### src/hdl/tdss_pkg.sv
// Shared types, constants and helpers of the timed state sequencer.
package tdss_pkg;

    localparam int NUM_STATES  = 16;
    localparam int STATE_W     = 5;
    localparam int HITS_W      = 16;
    localparam int ROW_IDX_W   = 4;
    localparam int TIME_W      = 32;
    localparam int INTERVAL_W  = 31;
    localparam int CFG_DATA_W  = 31;
    localparam int CFG_IDX_W   = 2;
    localparam int TIMED_ROWS_DEF     = 16;
    localparam int PREDICATE_ROWS_DEF = 16;

    // state code that means halted, or no state
    localparam logic [STATE_W-1:0] HALT = STATE_W'(NUM_STATES);

    typedef enum logic [1:0] {
        KIND_UPDATE = 2'd0,
        KIND_TIMED  = 2'd1,
        KIND_PRED   = 2'd2,
        KIND_RSVD   = 2'd3
    } t_kind;

    typedef enum logic [CFG_IDX_W-1:0] {
        CFG_INTERVAL  = 2'd0,
        CFG_INIT      = 2'd1,
        CFG_TIMED_CNT = 2'd2,
        CFG_PRED_CNT  = 2'd3
    } t_cfg_idx;

    typedef struct packed {
        t_kind                  kind;
        logic [TIME_W-1:0]      now;
        logic [HITS_W-1:0]      predicate_hits;
        logic [ROW_IDX_W-1:0]   row_index;
        logic [STATE_W-1:0]     row_from;
        logic [STATE_W-1:0]     row_to;
        logic [TIME_W-1:0]      row_duration;
    } t_tdss_in;

    typedef struct packed {
        logic                   ran;
        logic [STATE_W-1:0]     executed_state;
        logic                   predicate_fired;
        logic                   timed_fired;
        logic [STATE_W-1:0]     final_state;
    } t_tdss_out;

    typedef struct packed {
        logic [STATE_W-1:0]     from;
        logic [STATE_W-1:0]     to;
        logic [TIME_W-1:0]      duration;
    } t_trow;

    typedef struct packed {
        logic [STATE_W-1:0]     from;
        logic [STATE_W-1:0]     to;
    } t_prow;

    typedef enum logic [2:0] {
        S_IDLE,
        S_CHECK,
        S_PSCAN,
        S_TSETUP,
        S_TSCAN,
        S_FINISH
    } t_state;

    // controller to datapath
    typedef struct packed {
        logic accept;
        logic check;
        logic pscan;
        logic tsetup;
        logic tscan;
        logic load_out;
    } t_tdss_cmd;

    // datapath to controller
    typedef struct packed {
        logic in_is_update;
        logic due_ok;
        logic p_empty;
        logic p_stop;
        logic halted;
        logic t_empty;
        logic t_stop;
    } t_tdss_sts;

    // any code at or above the state count means halted
    function automatic logic [STATE_W-1:0] norm_state(input logic [STATE_W-1:0] s);
        logic [STATE_W-1:0] r;
        r = (s >= HALT) ? HALT : s;
        return r;
    endfunction

endpackage

### src/hdl/tdss_ctrl.sv
// Controller state machine of the timed state sequencer.
module tdss_ctrl (
    input  logic                  i_clk,
    input  logic                  i_rst_n,
    input  logic                  i_in_valid,
    output logic                  o_in_stall,
    output logic                  o_out_valid,
    input  logic                  i_out_stall,
    input  tdss_pkg::t_tdss_sts   i_sts,
    output tdss_pkg::t_tdss_cmd   o_cmd
);

    tdss_pkg::t_state r_state, n_state;
    logic             r_out_valid, n_out_valid;

    always_ff @(posedge i_clk) begin
        if (!i_rst_n) begin
            r_state     <= tdss_pkg::S_IDLE;
            r_out_valid <= 1'b0;
        end else begin
            r_state     <= n_state;
            r_out_valid <= n_out_valid;
        end
    end

    // next state
    always_comb begin
        n_state = r_state;
        unique case (r_state)
            tdss_pkg::S_IDLE: begin
                if (i_in_valid) begin
                    n_state = i_sts.in_is_update ? tdss_pkg::S_CHECK : tdss_pkg::S_FINISH;
                end
            end
            tdss_pkg::S_CHECK: begin
                if (!i_sts.due_ok) begin
                    n_state = tdss_pkg::S_FINISH;
                end else if (i_sts.p_empty) begin
                    n_state = tdss_pkg::S_TSETUP;
                end else begin
                    n_state = tdss_pkg::S_PSCAN;
                end
            end
            tdss_pkg::S_PSCAN: begin
                if (i_sts.p_stop) begin
                    n_state = tdss_pkg::S_TSETUP;
                end
            end
            tdss_pkg::S_TSETUP: begin
                n_state = (i_sts.halted || i_sts.t_empty) ? tdss_pkg::S_FINISH
                                                          : tdss_pkg::S_TSCAN;
            end
            tdss_pkg::S_TSCAN: begin
                if (i_sts.t_stop) begin
                    n_state = tdss_pkg::S_FINISH;
                end
            end
            tdss_pkg::S_FINISH: begin
                if (!r_out_valid || !i_out_stall) begin
                    n_state = tdss_pkg::S_IDLE;
                end
            end
            default: n_state = tdss_pkg::S_IDLE;
        endcase
    end

    // outputs
    always_comb begin
        o_cmd          = '0;
        o_cmd.accept   = (r_state == tdss_pkg::S_IDLE) && i_in_valid;
        o_cmd.check    = (r_state == tdss_pkg::S_CHECK);
        o_cmd.pscan    = (r_state == tdss_pkg::S_PSCAN);
        o_cmd.tsetup   = (r_state == tdss_pkg::S_TSETUP);
        o_cmd.tscan    = (r_state == tdss_pkg::S_TSCAN);
        o_cmd.load_out = (r_state == tdss_pkg::S_FINISH) && (!r_out_valid || !i_out_stall);
        n_out_valid    = o_cmd.load_out || (r_out_valid && i_out_stall);
    end

    assign o_in_stall  = (r_state != tdss_pkg::S_IDLE);
    assign o_out_valid = r_out_valid;

endmodule

### src/hdl/tdss_dp.sv
// Datapath of the timed state sequencer: registers, row tables and scan logic.
module tdss_dp #(
    parameter int TIMED_ROWS     = tdss_pkg::TIMED_ROWS_DEF,
    parameter int PREDICATE_ROWS = tdss_pkg::PREDICATE_ROWS_DEF
) (
    input  logic                                 i_clk,
    input  logic                                 i_rst_n,
    input  logic                                 i_cfg_we,
    input  logic [tdss_pkg::CFG_IDX_W-1:0]       i_cfg_idx,
    input  logic [tdss_pkg::CFG_DATA_W-1:0]      i_cfg_data,
    input  tdss_pkg::t_tdss_in                   i_in_data,
    input  tdss_pkg::t_tdss_cmd                  i_cmd,
    output tdss_pkg::t_tdss_sts                  o_sts,
    output tdss_pkg::t_tdss_out                  o_out_data
);

    localparam int TCNT_W = $clog2(TIMED_ROWS + 1);
    localparam int PCNT_W = $clog2(PREDICATE_ROWS + 1);
    localparam int TIDX_W = (TIMED_ROWS > 1) ? $clog2(TIMED_ROWS) : 1;
    localparam int PIDX_W = (PREDICATE_ROWS > 1) ? $clog2(PREDICATE_ROWS) : 1;
    localparam int SW     = tdss_pkg::STATE_W;
    localparam int TW     = tdss_pkg::TIME_W;

    // configuration
    logic [tdss_pkg::INTERVAL_W-1:0] r_interval;
    logic [SW-1:0]                   r_timed_used;
    logic [SW-1:0]                   r_pred_used;

    // sequencer state
    logic [SW-1:0] r_present;
    logic [TW-1:0] r_entry;
    logic [TW-1:0] r_last;

    // item being worked on
    logic [TW-1:0]               r_now;
    logic [tdss_pkg::HITS_W-1:0] r_hits;
    logic [TW-1:0]               r_dwell;

    // result flags
    logic          r_ran;
    logic [SW-1:0] r_exec;
    logic          r_pf;
    logic          r_tf;
    tdss_pkg::t_tdss_out r_out;

    // row tables
    tdss_pkg::t_trow r_tmem [TIMED_ROWS];
    tdss_pkg::t_prow r_pmem [PREDICATE_ROWS];
    tdss_pkg::t_trow r_tq;
    tdss_pkg::t_prow r_pq;
    logic [TCNT_W-1:0] r_tidx;
    logic [PCNT_W-1:0] r_pidx;

    logic [TIDX_W+3:0] t_wr_ext;
    logic [PIDX_W+3:0] p_wr_ext;
    logic              t_wr_en, p_wr_en;
    logic [TCNT_W-1:0] t_next, t_lim;
    logic [PCNT_W-1:0] p_next, p_lim;
    logic [TIDX_W-1:0] t_rd_addr;
    logic [PIDX_W-1:0] p_rd_addr;
    logic [PCNT_W+3:0] p_hit_idx;
    logic              p_hit, p_match, t_match;
    logic [TW-1:0]     due;

    always_comb begin
        t_wr_ext  = (TIDX_W + 4)'(i_in_data.row_index);
        p_wr_ext  = (PIDX_W + 4)'(i_in_data.row_index);
        t_wr_en   = i_cmd.accept && (i_in_data.kind == tdss_pkg::KIND_TIMED)
                    && (t_wr_ext < (TIDX_W + 4)'(TIMED_ROWS));
        p_wr_en   = i_cmd.accept && (i_in_data.kind == tdss_pkg::KIND_PRED)
                    && (p_wr_ext < (PIDX_W + 4)'(PREDICATE_ROWS));

        // scan limits saturate at the table size
        t_lim = (8'(r_timed_used) > 8'(TIMED_ROWS)) ? TCNT_W'(TIMED_ROWS)
                                                    : TCNT_W'(r_timed_used);
        p_lim = (8'(r_pred_used) > 8'(PREDICATE_ROWS)) ? PCNT_W'(PREDICATE_ROWS)
                                                       : PCNT_W'(r_pred_used);
        t_next    = r_tidx + TCNT_W'(1);
        p_next    = r_pidx + PCNT_W'(1);
        t_rd_addr = i_cmd.tsetup ? '0 : t_next[TIDX_W-1:0];
        p_rd_addr = i_cmd.check  ? '0 : p_next[PIDX_W-1:0];

        // rows past the outcome bits never hit
        p_hit_idx = (PCNT_W + 4)'(r_pidx);
        p_hit     = (p_hit_idx < (PCNT_W + 4)'(tdss_pkg::HITS_W)) && r_hits[p_hit_idx[3:0]];
        p_match   = (r_pq.from == r_present) && p_hit;
        t_match   = (r_tq.from == r_present) && (r_tq.duration <= r_dwell);

        due = r_last + TW'(r_interval);

        o_sts.in_is_update = (i_in_data.kind == tdss_pkg::KIND_UPDATE);
        o_sts.due_ok       = (r_present < tdss_pkg::HALT) && (r_now >= due);
        o_sts.p_empty      = (p_lim == '0);
        o_sts.p_stop       = p_match || (p_next >= p_lim);
        o_sts.halted       = (r_present >= tdss_pkg::HALT);
        o_sts.t_empty      = (t_lim == '0);
        o_sts.t_stop       = t_match || (t_next >= t_lim);
    end

    // table write port and registered read port
    always_ff @(posedge i_clk) begin
        if (t_wr_en) begin
            r_tmem[t_wr_ext[TIDX_W-1:0]] <= '{from:     i_in_data.row_from,
                                              to:       tdss_pkg::norm_state(i_in_data.row_to),
                                              duration: i_in_data.row_duration};
        end
        if (p_wr_en) begin
            r_pmem[p_wr_ext[PIDX_W-1:0]] <= '{from: i_in_data.row_from,
                                              to:   tdss_pkg::norm_state(i_in_data.row_to)};
        end
        r_tq <= r_tmem[t_rd_addr];
        r_pq <= r_pmem[p_rd_addr];
    end

    // payload registers
    always_ff @(posedge i_clk) begin
        if (i_cmd.accept) begin
            r_now  <= i_in_data.now;
            r_hits <= i_in_data.predicate_hits;
        end
        if (i_cmd.tsetup) begin
            r_dwell <= r_now - r_entry;
        end
        if (i_cmd.load_out) begin
            r_out <= '{ran:             r_ran,
                       executed_state:  r_exec,
                       predicate_fired: r_pf,
                       timed_fired:     r_tf,
                       final_state:     r_present};
        end
    end

    // sequencer state, configuration and scan counters
    always_ff @(posedge i_clk) begin
        if (!i_rst_n) begin
            r_interval   <= '0;
            r_timed_used <= '0;
            r_pred_used  <= '0;
            r_present    <= tdss_pkg::norm_state('0);
            r_entry      <= '0;
            r_last       <= '0;
            r_ran        <= 1'b0;
            r_exec       <= tdss_pkg::HALT;
            r_pf         <= 1'b0;
            r_tf         <= 1'b0;
            r_tidx       <= '0;
            r_pidx       <= '0;
        end else begin
            if (i_cfg_we) begin
                unique case (tdss_pkg::t_cfg_idx'(i_cfg_idx))
                    tdss_pkg::CFG_INTERVAL:  r_interval <= i_cfg_data[tdss_pkg::INTERVAL_W-1:0];
                    tdss_pkg::CFG_INIT: begin
                        r_present <= tdss_pkg::norm_state(i_cfg_data[SW-1:0]);
                        r_entry   <= '0;
                    end
                    tdss_pkg::CFG_TIMED_CNT: r_timed_used <= i_cfg_data[SW-1:0];
                    tdss_pkg::CFG_PRED_CNT:  r_pred_used  <= i_cfg_data[SW-1:0];
                    default: ;
                endcase
            end
            if (i_cmd.accept) begin
                r_ran  <= 1'b0;
                r_exec <= tdss_pkg::HALT;
                r_pf   <= 1'b0;
                r_tf   <= 1'b0;
            end
            if (i_cmd.check) begin
                r_pidx <= '0;
                if (o_sts.due_ok) begin
                    r_last <= r_now;
                    r_ran  <= 1'b1;
                    r_exec <= r_present;
                end
            end
            if (i_cmd.pscan) begin
                r_pidx <= p_next;
                if (p_match) begin
                    r_present <= r_pq.to;
                    r_entry   <= r_now;
                    r_pf      <= 1'b1;
                end
            end
            if (i_cmd.tsetup) begin
                r_tidx <= '0;
            end
            if (i_cmd.tscan) begin
                r_tidx <= t_next;
                if (t_match) begin
                    r_present <= r_tq.to;
                    r_entry   <= r_now;
                    r_tf      <= 1'b1;
                end
            end
        end
    end

    assign o_out_data = r_out;

endmodule

### src/hdl/table_driven_timed_state_sequencer.sv
// Top level of the table-driven timed state sequencer.
//
// Input channel (i_in_valid / o_in_stall / i_in_data) takes one beat per item:
// kind 1 and kind 2 beats load a row of the timed or the predicate table, a
// kind 0 beat is an update tick carrying the time and the predicate outcomes.
// Every input beat yields exactly one output beat (o_out_valid / i_out_stall /
// o_out_data) with the run flags and the state left behind.
// A row write or reserved beat goes from acceptance straight to the finish step;
// an update first passes the due check, and an ignored one then finishes; a
// running one scans P predicate rows, sets up the timed scan and scans T timed
// rows, P and T being the rows visited (up to the used-row counts). One row per
// cycle is read from each table during its scan. One item is worked
// at a time; o_in_stall is high from acceptance until the result is loaded,
// and the next beat can be taken in the cycle after the load.
// The output register parts the two sides: a new beat is accepted while the
// last result still waits; if the receiver stalls, hold the result and stall
// the following item at its final step until the register frees up.
// Reset (i_rst_n low, synchronous) clears configuration to zero, enters state 0
// and zeroes both timestamps. Table rows are undefined until written.
// Configuration writes (i_cfg_we) must only be issued while the block is idle.
module table_driven_timed_state_sequencer #(
    parameter int TIMED_ROWS     = tdss_pkg::TIMED_ROWS_DEF,
    parameter int PREDICATE_ROWS = tdss_pkg::PREDICATE_ROWS_DEF
) (
    input  logic                             i_clk,
    input  logic                             i_rst_n,
    input  logic                             i_cfg_we,
    input  logic [tdss_pkg::CFG_IDX_W-1:0]   i_cfg_idx,
    input  logic [tdss_pkg::CFG_DATA_W-1:0]  i_cfg_data,
    input  logic                             i_in_valid,
    output logic                             o_in_stall,
    input  tdss_pkg::t_tdss_in               i_in_data,
    output logic                             o_out_valid,
    input  logic                             i_out_stall,
    output tdss_pkg::t_tdss_out              o_out_data
);

    tdss_pkg::t_tdss_cmd cmd;
    tdss_pkg::t_tdss_sts sts;

    // sequencing: accept, due check, predicate scan, timed scan, finish
    tdss_ctrl u_ctrl (
        .i_clk       (i_clk),
        .i_rst_n     (i_rst_n),
        .i_in_valid  (i_in_valid),
        .o_in_stall  (o_in_stall),
        .o_out_valid (o_out_valid),
        .i_out_stall (i_out_stall),
        .i_sts       (sts),
        .o_cmd       (cmd)
    );

    // tables, timestamps, present state and the output register
    tdss_dp #(
        .TIMED_ROWS     (TIMED_ROWS),
        .PREDICATE_ROWS (PREDICATE_ROWS)
    ) u_dp (
        .i_clk      (i_clk),
        .i_rst_n    (i_rst_n),
        .i_cfg_we   (i_cfg_we),
        .i_cfg_idx  (i_cfg_idx),
        .i_cfg_data (i_cfg_data),
        .i_in_data  (i_in_data),
        .i_cmd      (cmd),
        .o_sts      (sts),
        .o_out_data (o_out_data)
    );

    // one item at a time: stall straight after an accepted beat
    a_stall_after_accept: assert property (@(posedge i_clk) disable iff (!i_rst_n)
        (i_in_valid && !o_in_stall) |=> o_in_stall)
        else $error("input not stalled after accepted beat");

    // an item that did not run reports no state and no transition
    a_idle_result: assert property (@(posedge i_clk) disable iff (!i_rst_n)
        (o_out_valid && !o_out_data.ran) |->
            (!o_out_data.predicate_fired && !o_out_data.timed_fired
             && o_out_data.executed_state == tdss_pkg::HALT))
        else $error("result flags set on an item that did not run");

    // a loaded result is offered in the next cycle
    a_load_shows: assert property (@(posedge i_clk) disable iff (!i_rst_n)
        cmd.load_out |=> o_out_valid)
        else $error("loaded result not offered");

    // the input stays stalled until the result is loaded
    a_release_on_load: assert property (@(posedge i_clk) disable iff (!i_rst_n)
        ($past(o_in_stall) && !o_in_stall) |-> $past(cmd.load_out))
        else $error("input released without a result");

endmodule

### config.mk
export PLATFORM = sky130hd
export DESIGN_NAME = table_driven_timed_state_sequencer
export DESIGN_NICKNAME = d
export VERILOG_FILES = /design/src/hdl/tdss_pkg.sv /design/src/hdl/tdss_ctrl.sv /design/src/hdl/tdss_dp.sv /design/src/hdl/table_driven_timed_state_sequencer.sv
export SDC_FILE = /design/constraint.sdc
export NUM_CORES = 2
export LEC_CHECK = 0
export ABC_CLOCK_PERIOD_IN_PS = 5400
export BUFFER_PORTS_ARGS = -buffer_cell sky130_fd_sc_hd__buf_2
export CORE_ASPECT_RATIO = 0.5
export CORE_MARGIN = 5
export CORE_UTILIZATION = 45
export DETAILED_ROUTE_END_ITERATION = 7
export PLACE_DENSITY = 0.65
export SLEW_MARGIN = 10
export SYNTH_ARGS = -nofsm -noshare
export SYNTH_HDL_FRONTEND = slang
export SYNTH_SLANG_ARGS = --single-unit
### constraint.sdc
create_clock -name i_clk -period 5.4 [get_ports i_clk]
set_clock_uncertainty 0.1 [all_clocks]
set_input_delay 1.08 -clock i_clk [delete_from_list [all_inputs] [get_ports i_clk]]
set_output_delay 1.08 -clock i_clk [all_outputs]
set_load 0.05 [all_outputs]
After elaboration in Yosys (flattened, before gate mapping)
Memory sizes are Yosys's and may differ from the RTL's. A register that Yosys moved wholly into a read port is not among the register bits. Cells that the tools add are included.

$add $sub $neg: 4. $mul: 0. Divide/modulo/power cells: 0. Order comparisons: 12. Eq/ne operators: 16. Shifts and indexed selects: 0. Multiplexer cells: 49. Bitwise logic cells: 0. Reduce and logical (&&, ||, !) cells: 29.

Operators with widths (number): 32-bit two-way mux (6); 5-bit two-way mux (17); 32-bit by 31-bit adder with 32-bit output (1); 32-bit >= comparator (1); 32-bit less-or-equal comparator (1); 32-bit subtractor (1); 3-bit two-way mux (6); 3-bit case mux with 6 select lines (1); 1-bit two-way mux (16); 5-bit >= comparator (second input constant) (3); 5-bit by 1-bit adder with 5-bit output (second input constant) (2); 5-bit equality test (2); 5-bit >= comparator (2); 5-bit > comparator (second input constant) (2); 5-bit zero test (2); 5-bit less-than comparator (second input constant) (2); 1-bit logical AND (9); 4-bit two-way mux (2); 2-bit AND reduction (4); 2-bit equality test (second input constant) (3); 3-bit by 2-bit equality test with 1-bit output (second input constant) (2); 3-bit equality test (second input constant) (2); 2-bit by 1-bit inequality test with 1-bit output (second input constant) (3); 1-bit logical OR (5); other kinds (11) (15).

Register bits: 225. Bits in latches: 0. Memory bits (writable): 832. ROM bits: 0. Bits of input ports: 134. Output and inout port bits: 15. Word-level logic and storage cells: 134. Memories kept: 2.

Memories: u_dp.r_tmem (depth 16, width 42, rd ports 1, clocked after memory_dff 1, write ports 1, RTL line tdss_dp.sv:47) `tdss_pkg::t_trow r_tmem [TIMED_ROWS];`; u_dp.r_pmem (depth 16, width 10, rd ports 1, clocked after memory_dff 1, write ports 1, RTL line tdss_dp.sv:48) `tdss_pkg::t_prow r_pmem [PREDICATE_ROWS];`.

Longest topological paths before layout
Depth in word-level cells: 8. Gate-level depth with buffers: 21. Gate-level depth less buffers: 20.

Hierarchy
From an unflattened synthesis, not the netlist that was laid out.

Cell total of the unflattened synthesis: 3388. Area, all modules: 47245.3 µm².

Modules (own cells, without submodules): tdss_dp (instances 1, cells each 3350, area an instance 46925.0 µm², seq. area each 31380.1 µm²); tdss_ctrl (instances 1, cells each 38, area an instance 320.3 µm², seq. area each 80.1 µm²).

Worst setup path before layout
OpenSTA, ideal clock, no wires.

Path kind: register -> register. From: reg u_dp.r_last[1]. To: reg u_dp.r_ran. Setup time: 115 ps. Arrival: 4034 ps. Required time: 5185 ps. Setup slack: 1151 ps. Cell stages (with the launch flop): 20. Buffers on the path: 1. Clock period less this slack: 4249 ps. Path through: dfxtp_1 ha_1 a211oi_1 nor2_1 a22oi_1 a211oi_1 o311ai_1 nand2_1 a21o_1 a21oi_1 xnor2_1 ha_1 a21o_1 a21o_1 a2111oi_0 o31ai_1 a21oi_2 nor2_2 buf_2 o21a_1.

Word-level cells in the longest chain between the ends: 5.

Ends and longest elaborated chain: start: declaration (RTL line tdss_dp.sv:32) `logic [TW-1:0] r_last;`; start signal: assignment (RTL line tdss_dp.sv:170) `r_last <= r_now;`; 32-bit by 31-bit adder with 32-bit output (RTL line tdss_dp.sv:89) `due = r_last + TW'(r_interval);`; 32-bit >= comparator (RTL line tdss_dp.sv:92) `o_sts.due_ok = (r_present < tdss_pkg::HALT) && (r_now >= due);`; 1-bit logical AND (RTL line tdss_dp.sv:92); 1-bit two-way mux (RTL line tdss_dp.sv:169) `if (o_sts.due_ok) begin`; 1-bit two-way mux (RTL line tdss_dp.sv:167) `if (i_cmd.check) begin`; end signal: assignment (RTL line tdss_dp.sv:142) `r_ran <= 1'b0;`; end signal: assignment (RTL line tdss_dp.sv:162) `r_ran <= 1'b0;`; end signal: assignment (RTL line tdss_dp.sv:171) `r_ran <= 1'b1;`; end: declaration (RTL line tdss_dp.sv:40) `logic r_ran;`.

Every way passes these cells. A chain may end at the register's enable or synchronous reset.

Worst setup path in the final report
From: reg u_dp.r_interval[0] (netlist bit). To: reg u_dp.r_last[10].

Word-level cells in the longest chain between the ends: 4.

Ends and longest elaborated chain: start: declaration (RTL line tdss_dp.sv:25) `logic [tdss_pkg::INTERVAL_W-1:0] r_interval;`; start signal: assignment (RTL line tdss_dp.sv:151) `tdss_pkg::CFG_INTERVAL: r_interval <= i_cfg_data[tdss_pkg::INTERVAL_W-1:0];`; 32-bit by 31-bit adder with 32-bit output (RTL line tdss_dp.sv:89); 32-bit >= comparator (RTL line tdss_dp.sv:92); 1-bit logical AND (RTL line tdss_dp.sv:92); 2-bit AND reduction (no line).

Every way passes these cells.

==> metrics.txt <==
# TYPE chip_impl_metric gauge
chip_impl_metric{name="worst-slew-pin-transition",unit="ns"} 1.12
chip_impl_metric{name="hold_buffers",unit=""} 0
chip_impl_metric{name="nNetsFinal",unit=""} 3972
chip_impl_metric{name="clockBufferDepth",unit=""} 3
chip_impl_metric{name="clock_latency_on_the_worst_skew_pair",unit="ns"} 0.71
chip_impl_metric{name="synth_area",unit="sq um"} 47500
chip_impl_info{name="outcome",value="finished clean"} 1
chip_impl_metric{name="yosysWarningCount",unit=""} 0
chip_impl_metric{name="route.detailed.drc",unit=""} 0
chip_impl_metric{name="area_delta_synth_final",unit="%"} 12.4
chip_impl_metric{name="clock_edge_transition_at_the_registers_on_the_reported_setup_and_hold_paths",unit="ns"} 0.07
chip_impl_metric{name="avgViaCountPerCell",unit=""} 5.72
chip_impl_metric{name="numPlacedInstances",unit=""} 5016
chip_impl_info{name="clock_tree_from_tritoncts",value="done"} 1
chip_impl_info{name="synthFlopType",value="edfxtp_1"} 1
chip_impl_metric{name="effective_utilization_at_floorplan",unit="%"} 45.3
chip_impl_metric{name="count_of_placed_standard_cells_in_the_final_layout_fillers_left_out",unit=""} 5207
chip_impl_metric{name="area_occupied_by_multi_input_gates",unit="sq um"} 15100
chip_impl_metric{name="post-route-period-util",unit="%"} 91.2
chip_impl_metric{name="filler_cell_count",unit=""} 8856
chip_impl_metric{name="max-cap-violations",unit=""} 0
chip_impl_metric{name="via_count",unit=""} 29800
chip_impl_metric{name="die-area",unit="sq um"} 112000
chip_impl_info{name="synth_largest_area_cell",value="edfxtp_1"} 1
chip_impl_info{name="timing.setup.critical_path_class",value="flip-flop to flip-flop"} 1
chip_impl_metric{name="global_route.usage.total",unit="%"} 20.5
chip_impl_metric{name="vdd_ir_drop_max",unit="mV"} 0.349
chip_impl_metric{name="async_flop_share",unit="%"} 0
chip_impl_metric{name="critical_path_arrival",unit="ns"} 5.44
chip_impl_metric{name="core_area",unit="sq um"} 105000
chip_impl_metric{name="grt_antenna_before_repair",unit=""} 12
chip_impl_metric{name="worst_ep_required_time",unit="ns"} 5.92
chip_impl_metric{name="final_layout_size_suffix_gt1_share",unit="%"} 16.2
chip_impl_metric{name="first_global_vias",unit=""} 28800
chip_impl_metric{name="fin_setup_tns",unit="ns"} 0
chip_impl_metric{name="hpwlAfterDp",unit="um"} 72000
chip_impl_metric{name="timing.final.max_slew_violations",unit=""} 0
chip_impl_metric{name="leakagePower",unit="nW"} 19.0
chip_impl_metric{name="port_buffers",unit=""} 148
chip_impl_metric{name="grt_first_pass_wirelength",unit="um"} 178000
chip_impl_info{name="yosys-top-cells-area",value="edfxtp_1, dfxtp_1, mux2_2, a21oi_1, ha_1"} 1
chip_impl_metric{name="grt_overflow",unit=""} 0
chip_impl_metric{name="pin_count_of_the_biggest_net_entering_global_routing",unit=""} 168
chip_impl_metric{name="ioPinCount",unit=""} 149
chip_impl_metric{name="cts-resized-gates",unit=""} 0
chip_impl_metric{name="syn_nets",unit=""} 3858
chip_impl_metric{name="synth_cell_type_count",unit=""} 75
chip_impl_info{name="cp-start-kind",value="flip-flop"} 1
chip_impl_metric{name="routed_wire_length_per_instance",unit="um"} 22.7
chip_impl_metric{name="critical_path_peak_fanout",unit=""} 30
chip_impl_metric{name="cts_num_sinks",unit=""} 1109
chip_impl_metric{name="clock_tree.htree_level_count",unit=""} 3
chip_impl_metric{name="post_cts_buffers",unit=""} 0
chip_impl_metric{name="rd_place_congestion",unit=""} 0.864
chip_impl_metric{name="drt-initial-drc-count",unit=""} 2927
chip_impl_metric{name="post_synthesis_register_bit_count",unit=""} 1109
chip_impl_metric{name="finalWirelength",unit="um"} 118000
chip_impl_metric{name="placement_rows",unit=""} 84
chip_impl_metric{name="holdWs",unit="ns"} 0.333
chip_impl_metric{name="post_synth_inst_count",unit=""} 3584
chip_impl_metric{name="inserted_clock_buffers",unit=""} 99
chip_impl_info{name="r2r-start",value="u_dp.r_interval[0]"} 1
chip_impl_metric{name="hold_viol",unit=""} 0
chip_impl_metric{name="dieHeight",unit="um"} 240
chip_impl_metric{name="postSynthAreaPerCell",unit="sq um"} 13.2
chip_impl_info{name="cts_root_buffer",value="clkbuf_16"} 1
chip_impl_metric{name="fmax",unit="MHz"} 203
chip_impl_info{name="rsz0062_at_grt",value="false"} 1
chip_impl_metric{name="fin_crit",unit="ns"} 4.92
chip_impl_metric{name="slew-limit-headroom",unit="%"} 25.5
chip_impl_metric{name="ant_nets",unit=""} 0
chip_impl_metric{name="register_area",unit="sq um"} 31500
chip_impl_info{name="first_element_of_the_critical_path",value="u_dp.r_interval[0]"} 1
chip_impl_info{name="yosysMostFrequentCell",value="edfxtp_1"} 1
chip_impl_metric{name="synth_edf_count",unit=""} 925
chip_impl_metric{name="yosysSeqAreaShare",unit="%"} 66.3
chip_impl_info{name="synthTopCellsByCount",value="edfxtp_1, a21oi_1, nand2_1, o21ai_0, dfxtp_1"} 1
chip_impl_metric{name="yosysTopAreaCellShare",unit="%"} 58.5
chip_impl_metric{name="final.setup.worst_slack",unit="ns"} 0.476
chip_impl_metric{name="fp.dieW",unit="um"} 469
chip_impl_info{name="worst_setup_path_end_kind",value="flip-flop"} 1
chip_impl_info{name="worstHoldStart",value="u_dp.r_exec[1]"} 1
chip_impl_metric{name="place_ws",unit="ns"} 0.522
chip_impl_info{name="min_path_type",value="flip-flop to flip-flop"} 1
chip_impl_metric{name="drt_pass1_iterations",unit=""} 6
chip_impl_metric{name="setup-violations-final",unit=""} 0
chip_impl_metric{name="power-per-cell-area",unit="nW/um^2"} 431
kinds of logic (layout without fill, tap and decap cells):
logic type                 count (synthesis)  count (layout)  share of synthesized area [%]
xor gates and xnor gates                  71              71                           1.31
DFF                                     1109            1109                           66.3
buffers and inverters                    295             496                           2.45
other                                      0               3                              0
adders and majority gates                140             140                           3.72
AOI/OAI and AO/OA                        897             897                           11.4
muxes                                    343             343                           8.11
and+or+nand+nor                          729             729                           6.75
power by group:
group          switching (mW)  internal [mW]  leakage (nW)
Sequential              0.470           9.80          9.87
Combinational            3.33           2.21          7.52
Clock                    3.23           3.98          1.64
area by class of cell:
class / instances / share of cell area (%)
tap: 1419 / 3.33
multi-input combinational: 2180 / 28.3
inverter: 93 / 0.654
clock buffer: 135 / 5.20
timing repair buffer: 215 / 2.54
clock inverter: 53 / 1.03
sequential: 1109 / 59.0
antenna: 3 / 0.0141
worst paths after layout:
| path | to | slack (ns) | cells after the start |
|---|---|---|---|
| max | u_dp.r_last[10] | 0.48 | 20 |
| min | u_dp.o_out_data[8] | 0.33 | 0 |
| max reg2reg | u_dp.r_last[10] | 0.48 | 20 |
| min reg2reg | u_dp.o_out_data[8] | 0.33 | 0 |
per-layer routing:
layer	track usage [%]	wire [um]	vias to the layer above
met5	0	58	-
met1	30.1	54500	14900
met3	3.60	7780	183
li1	-	-	13700
met2	31.7	53300	973
met4	5.37	2650	8
state kept, by name, indices dropped and copies added, names as in the netlist, 10 cells and up:
| signal | flops |
|---|---|
| u_dp.r_hits | 16 |
| u_dp.r_pq | 10 |
| u_dp.r_tq | 42 |
| u_dp.r_pmem | 160 |
| u_dp.r_tmem | 672 |
| u_dp.r_interval | 31 |
| u_dp.r_now | 32 |
| u_dp.r_entry | 32 |
| u_dp.o_out_data | 13 |
| u_dp.r_dwell | 32 |
| u_dp.r_last | 32 |
placed cells by master, fill, tap and decap left out, types with 8 or more instances in the layout:
cell,count
nand3_1,65
xnor2_1,49
o21bai_1,12
o221ai_1,12
clkinv_2,26
a221oi_1,43
buf_4,58
dfxtp_1,182
a21o_1,57
nor2_4,18
ha_1,137
nor3_1,15
a32o_1,42
o21ai_0,229
a211oi_1,20
buf_2,148
clkbuf_8,12
a31oi_1,10
mux4_2,15
nor2_1,134
clkbuf_16,101
or3_1,19
clkinv_1,12
nand2b_1,18
mux2i_1,146
a21oi_1,387
xor2_1,20
o21a_1,14
edfxtp_1,925
nor3b_1,8
and3_1,19
mux2_2,182
clkbuf_1,22
nand2_1,366
o211ai_1,16
inv_1,91
buf_12,9
nand4_1,14
o22ai_1,8
nor2b_1,17
critical path, cell delays in order (launching register included):
cell	delay (ns)
dfxtp_1	0.34
ha_1	0.20
inv_1	0.06
fa_1	0.41
nor2b_1	0.17
o31a_1	0.21
o32ai_2	0.15
o2111ai_1	0.22
and2_1	0.27
a41o_1	0.26
o21ai_0	0.14
o31ai_1	0.33
xnor2_1	0.12
ha_1	0.31
and4b_1	0.22
nand3_1	0.08
nor2_1	0.14
a21oi_2	0.09
nor2_4	0.22
buf_4	0.53
mux2i_1	0.26
stage by stage:
stage	instance area [sq um]	power (mW)	utilization, %
floorplan	47500	14.1	-
global placement	50000	15.9	47.7
detailed placement	50000	16.0	47.7
CTS	53400	23.1	50.9
global route	53400	24.0	50.9
finish	53400	23.0	50.9
(Power assumes the default switching activity.)
